==> config.mk <==
export PLATFORM = sky130hd
export DESIGN_NAME = segint_cross
export DESIGN_NICKNAME = d
export VERILOG_FILES = /design/src/rtl/segint_pkg.sv /design/src/rtl/segint_cross.sv
export SDC_FILE = /design/constraint.sdc
export NUM_CORES = 2
export LEC_CHECK = 0
export BUFFER_PORTS_ARGS = -buffer_cell sky130_fd_sc_hd__buf_4
export CAP_MARGIN = 0
export CORE_MARGIN = 4
export CORE_UTILIZATION = 39
export CTS_CLUSTER_SIZE = 14
export DETAILED_ROUTE_END_ITERATION = 8
export GPL_TIMING_DRIVEN = 0
export PLACE_DENSITY = 0.65
export REMOVE_ABC_BUFFERS = 1
export SLEW_MARGIN = 20
export SYNTH_ARGS = -nofsm -noshare
export SYNTH_HDL_FRONTEND = slang
export SYNTH_SLANG_ARGS = --single-unit
==> constraint.sdc <==
create_clock -name clk -period 9 [get_ports clk]
set_input_delay 0.45 -clock clk [delete_from_list [all_inputs] [get_ports clk]]
set_output_delay 0.45 -clock clk [all_outputs]
set_load 0.1 [all_outputs]
==> src/rtl/segint_pkg.sv <==
// segint_pkg: widths, payload types and orientation codes for the segment intersection test
// no dependencies; imported by the interfaces and every module of the block
`default_nettype none

package segint_pkg;

  // coordinate width and derived arithmetic widths
  localparam int COORD_WIDTH = 16;
  localparam int DIFF_W      = COORD_WIDTH + 1;
  localparam int PROD_W      = 2 * DIFF_W;
  localparam int CROSS_W     = PROD_W + 1;

  // orientation of an ordered triple
  typedef logic [1:0] orient_t;
  localparam orient_t ORIENT_COLLINEAR = 2'd0;
  localparam orient_t ORIENT_CW        = 2'd1;
  localparam orient_t ORIENT_CCW       = 2'd2;

  typedef logic signed [COORD_WIDTH-1:0] coord_t;
  typedef logic signed [DIFF_W-1:0]      diff_t;

  typedef struct packed {
    coord_t x;
    coord_t y;
  } point_t;

  // input transaction payload
  typedef struct packed {
    coord_t first_start_x;
    coord_t first_start_y;
    coord_t first_end_x;
    coord_t first_end_y;
    coord_t second_start_x;
    coord_t second_start_y;
    coord_t second_end_x;
    coord_t second_end_y;
  } seg_pair_t;

  // output transaction payload
  typedef struct packed {
    logic intersects;
  } seg_result_t;

  // load enables of the product and sign stages
  typedef struct packed {
    logic ld2;
    logic ld3;
  } stage_en_t;

endpackage

`default_nettype wire

==> src/rtl/segint_cross.sv <==
// segint_cross: two-stage cross product and sign for one orientation test
// depends on segint_pkg; stage enables come from the top level pipeline control
`default_nettype none

module segint_cross (
  input  wire                    clk,
  input  segint_pkg::stage_en_t  en,
  input  segint_pkg::diff_t      by_ay,
  input  segint_pkg::diff_t      cx_bx,
  input  segint_pkg::diff_t      bx_ax,
  input  segint_pkg::diff_t      cy_by,
  output segint_pkg::orient_t    orient
);
  import segint_pkg::*;

  logic signed [PROD_W-1:0]  prod_a;
  logic signed [PROD_W-1:0]  prod_b;
  logic signed [CROSS_W-1:0] cross_next;
  orient_t                   orient_next;

  // stage 2: the two partial products
  always_ff @(posedge clk) begin
    if (en.ld2) begin
      prod_a <= by_ay * cx_bx;
      prod_b <= bx_ax * cy_by;
    end
  end

  // stage 3: difference and its sign
  always_comb begin
    cross_next = CROSS_W'(prod_a) - CROSS_W'(prod_b);
    if (cross_next == '0) begin
      orient_next = ORIENT_COLLINEAR;
    end else if (cross_next[CROSS_W-1]) begin
      orient_next = ORIENT_CCW;
    end else begin
      orient_next = ORIENT_CW;
    end
  end

  always_ff @(posedge clk) begin
    if (en.ld3) begin
      orient <= orient_next;
    end
  end

endmodule

`default_nettype wire

# After elaboration in Yosys (flattened, before gate mapping)
# Index checks and enable logic that the tools add are counted.
[totals]
reg_bits = 70
inputBits = 71
[classes]
addsub = 1
multipliers = 2
muxes = 1
n_reduce_logical = 1
[op_table]
columns = ["op", "n"]
rows = [
  ["multiplier 17 x 17 -> 34 bit", 2],
  ["logical NOT 35 bit", 1],
  ["subtractor 34 x 34 -> 35 bit", 1],
  ["2-to-1 mux 2 bit", 1],
]

# Longest topological paths before layout
[depth]
depth_word = 2
depth_mapped = 26
depth_no_buf = 25

# Worst setup path after synthesis
# OpenSTA, ideal clock, no wires.
[synth_timing]
kind = "input to register"
start = "input cy_by[8]"
end = "register prod_b[32] (data pin)"
setup_ns = 0.262
t_arrival_ns = 6.204
required_time_ns = 8.738
slack_ns = 2.535
cell_stages = 25
n_path_buf = 2
cell_sequence = "clkbuf_1 clkbuf_1 nand2_1 fa_1 inv_1 fa_1 inv_1 fa_1 inv_1 fa_1 fa_1 inv_1 fa_1 inv_1 ha_1 nand2_1 or3_1 o21bai_2 a31oi_1 a21o_1 a31oi_1 a31oi_1 a311o_1 o31ai_1 xnor2_1"
[synth_between]
elab_chain_len = 1
[synth_lines]
columns = ["element", "line", "text"]
rows = [
  ["from (decl)", "segint_cross.sv:11", "input segint_pkg::diff_t cy_by,"],
  ["multiplier 17 x 17 -> 34 bit", "segint_cross.sv:25", "prod_b <= bx_ax * cy_by;"],
  ["to (signal assigned)", "segint_cross.sv:25", ""],
  ["to (decl)", "segint_cross.sv:17", "logic signed [PROD_W-1:0] prod_b;"],
]
# No other way between the ends.
# A chain may end at the register's enable or synchronous reset.

# Worst setup path after layout
[layout_timing]
start = "input bx_ax[7]"
end = "register prod_b[32] (data pin)"
[layout_between]
elab_chain_len = 1
[layout_lines]
columns = ["element", "line", "text"]
rows = [
  ["from (decl)", "segint_cross.sv:10", "input segint_pkg::diff_t bx_ax,"],
  ["multiplier 17 x 17 -> 34 bit", "segint_cross.sv:25", ""],
]
# No other way between the ends.

==> key figures <==
Yosys
  – Post-Synth XOR/XNOR Area: 2.86%
  – Syn avg cell area: 9.41 um2
  – Post-synth EDFFs: 70
  – Gate Count Post-Synth: approximately 2700
  – Compound-Gate Fraction of Synth Area: around 6.4%
  – Mapped Area: between 20000 and 30000 um2
  – Largest family of logic cells by synthesized area: adder cells
  – Sequential area share after synthesis: around 8%
  – Yosys cell types: 76
  – Ys Warns: 0
  – Simple-Gate Fraction of Synth Area: 15.2%
  – Number of synthesized register bits: 70
  – Async S/R FF share, synth: 0%
  – Adder-Cell Fraction of Synth Area: 56.0%
  – Multiplexer share of the synthesized area: 0.272%
  – Main synth FF type: edfxtp_1

Job
  – Max-Cap Viols: 0

Critical path
  – Reg-to-Reg End: orient[0]$_SDFFCE_PN0P_
  – Slowest-stage cell, CP: fa_1
  – Crit-path most repeated cell: fa_1
  – Crit path kind: in2reg
  – Crit path DAT: 6.65 ns
  – CP endpoint kind: flip-flop
  – Crit. Startpoint: bx_ax[7]
  – CP Launch Type: primary input
  – Cell chain of the critical path: buf_4, and2_1, fa_1, inv_1, fa_1, fa_1, fa_1, inv_1, fa_1, inv_1, fa_1, inv_1, ha_1, a21o_1, a21oi_1, o21a_1, a31oi_1, a21o_1, a31oi_1, a31oi_1, a311o_1, o31ai_1, xnor2_1
  – Buf/Inv on CP: 5
  – R2R cell count: 14
  – Worst stage delay on the critical path: 0.55 ns
  – R2r setup slk: about 4.9 ns
  – CP max FO: 17
  – RR Startpoint: prod_a[0]$_DFFE_PP_
  – Critical Path RT: 9.09 ns
  – CP top delay family: adder cells

Finish
  – Nets: approximately 3600
  – Area taken by flip-flops and latches: 2100 um2
  – Post-layout util: roughly 42%
  – Filler cell count in the final layout: 6478
  – Commonest non-fill, non-tap cell in the layout: inv_1
  – P&R area growth vs syn: 6.22%
  – Finished Cell Area: 27400 um2
  – Ant diodes: 0
  – Most frequent cells in the layout: inv_1 (670), fa_1 (593), nand2_1 (299)
  – Multi-input logic area: 20800 um2
  – Share of layout cells above drive strength 1: 3.91%

Clock tree
  – Hold Buf Count CTS: 0
  – Clk root buf: clkbuf_16
  – Post-CTS Setup Bufs: 0
  – H-tree depth: 3
  – Maximum clock path buffer count: 2
  – Clock insertion delay at the later pin of the skew report: approximately 0.35 ns
  – CTS tree: yes
  – Reg clk slew, reported paths: 0.06 ns
  – TritonCTS Buffers: 9
  – # resized after CTS: 0
  – Num Clock Sinks: 70

GRT
  – Number of global-route vias before repair: 19372
  – First-pass GRT wire length: 95300 um
  – GR Layer Usage met2: a little under a third
  – Initial antenna violation count: 0
  – Largest net degree at the start of global routing: 69
  – Met3 global-route usage: 1.61%
  – GRT busiest layer: met2
  – Grt met1 use: 21.7%
  – Total track usage: 16.4%
  – Grt ovf: 0

Detailed routing
  – Pre-antenna DRT Iters: 7
  – 1st-iter DRT viols: 912
  – Drc violations: 0
  – Vias: 17784
  – Via-per-instance ratio: 4.95
  – Routed len/inst: 15.1 um
  – WL final: 54100 um
  – Final ANT Viol Nets: 0

Timing
  – Tmin final: roughly 6.6 ns
  – Total negative slack: 0 ns
  – Slew headroom: just under 40%
  – Final period utilization: about 73%
  – Hold Fails Final Rpt: 0
  – Worst Max-Slew Pin Slew: slightly above 0.9 ns
  – Fmax: 152 MHz
  – Clk_skew: about 0.0048 ns
  – RSZ-0062 raised after global routing: no
  – Setup ws final: 2.44 ns
  – Pins Over Slew Limit: 0
  – Final setup violation count: 0

Placement
  – Post-place instance area: 27000 um2
  – PortBufs: 72
  – RD Place Congestion: 0.881
  – Post-DP HPWL: 45700 um
  – Post-place setup slack: 2.13 ns

Worst hold path
  – Cell depth of the worst hold path: 1
  – WHS Endpoint: orient[1]$_SDFFCE_PN0P_
  – Hold Path Class: in2reg
  – Hold Crit Start: en[0]

Die
  – Die area: between 70000 and 80000 um2
  – Die Y: 265 um
  – Io pins: 73
  – Initial core utilization: 39.7%
  – Core area: 64900 um2
  – Row count: 93
  – Die width: 265 um

Run status
  – Status: finished clean
sequential cells by signal, indices dropped and copies added (netlist names):
name and count:
prod_b 34, orient 2, prod_a 34
routing by layer:
layer / wire length [um] / up-vias
li1: - / 8203
met1: 23300 / 9285
met2: 28600 / 248
met3: 1650 / 48
met4: 573 / 0
met5: 0 / -
Yosys cell counts, drive strengths merged, types with 10 or more instances:
cell    count  share of area [%]
nor2b      10               0.27
a21oi      77                1.5
nor3       14               0.27
edfxtp     70                8.2
o21a       15               0.44
a21o       34               0.99
xnor2      65                2.2
inv       670                9.8
nand4      10               0.24
nor2       70                1.0
and2      295                7.2
ha        204                9.9
o21ai      44               0.87
xor2       19               0.65
nand2     299                4.4
nand2b     21               0.51
nand3      17               0.35
fa        593                 46
clkbuf     80                1.2
worst reg2reg max path, stage by stage, from the launching register on:
cell and delay, ns:
edfxtp_1 0.32, inv_1 0.06, ha_1 0.23, fa_1 0.42
nor2b_4 0.21, o22ai_1 0.09, nor2_1 0.30, o2111ai_1 0.19
nor4_1 0.45, nand4_1 0.13, or4_1 0.45, nor4_2 0.32
o2111ai_1 0.27, nor3b_1 0.24, o22ai_1 0.10
through the flow:
stage,hold slack (ns),std cells
6_report,0.317,3591
5_1_grt,0.309,3591
4_1_cts,0.301,3591
3_5_place_dp,0.671,3575
3_3_place_gp,0.659,3575
2_1_floorplan,0.562,2648
logic make-up after synthesis:
kind of cell,after synthesis
xor+xnor,84
compound gates,248
buf+inv,757
fa+ha+maj,797
simple gates,772
mux,7
flops,70
how the worst max path moves through the flow:
stage | end | slack, ns | cells after the start
2_1_floorplan | prod_b[32]$_DFFE_PP_ | 2.87 | 22
3_3_place_gp | prod_b[32]$_DFFE_PP_ | 2.12 | 23
3_5_place_dp | prod_b[32]$_DFFE_PP_ | 2.13 | 23
4_1_cts | prod_b[32]$_DFFE_PP_ | 2.48 | 23
5_1_grt | prod_b[32]$_DFFE_PP_ | 2.15 | 23
6_report | prod_b[32]$_DFFE_PP_ | 2.44 | 23
cell type report:
cell class | instances | share of cell area [%]
inverters | 670 | 9.19
well taps | 855 | 3.91
clock inverters | 6 | 0.348
flip-flops and latches | 70 | 7.68
clock buffers | 10 | 0.837
multi-input cells | 1908 | 76.0
repair buffers | 72 | 1.98
Power is left out: the tool's default activity adds up to more than one toggle a clock period on the data nets, which glitch-free logic cannot reach.
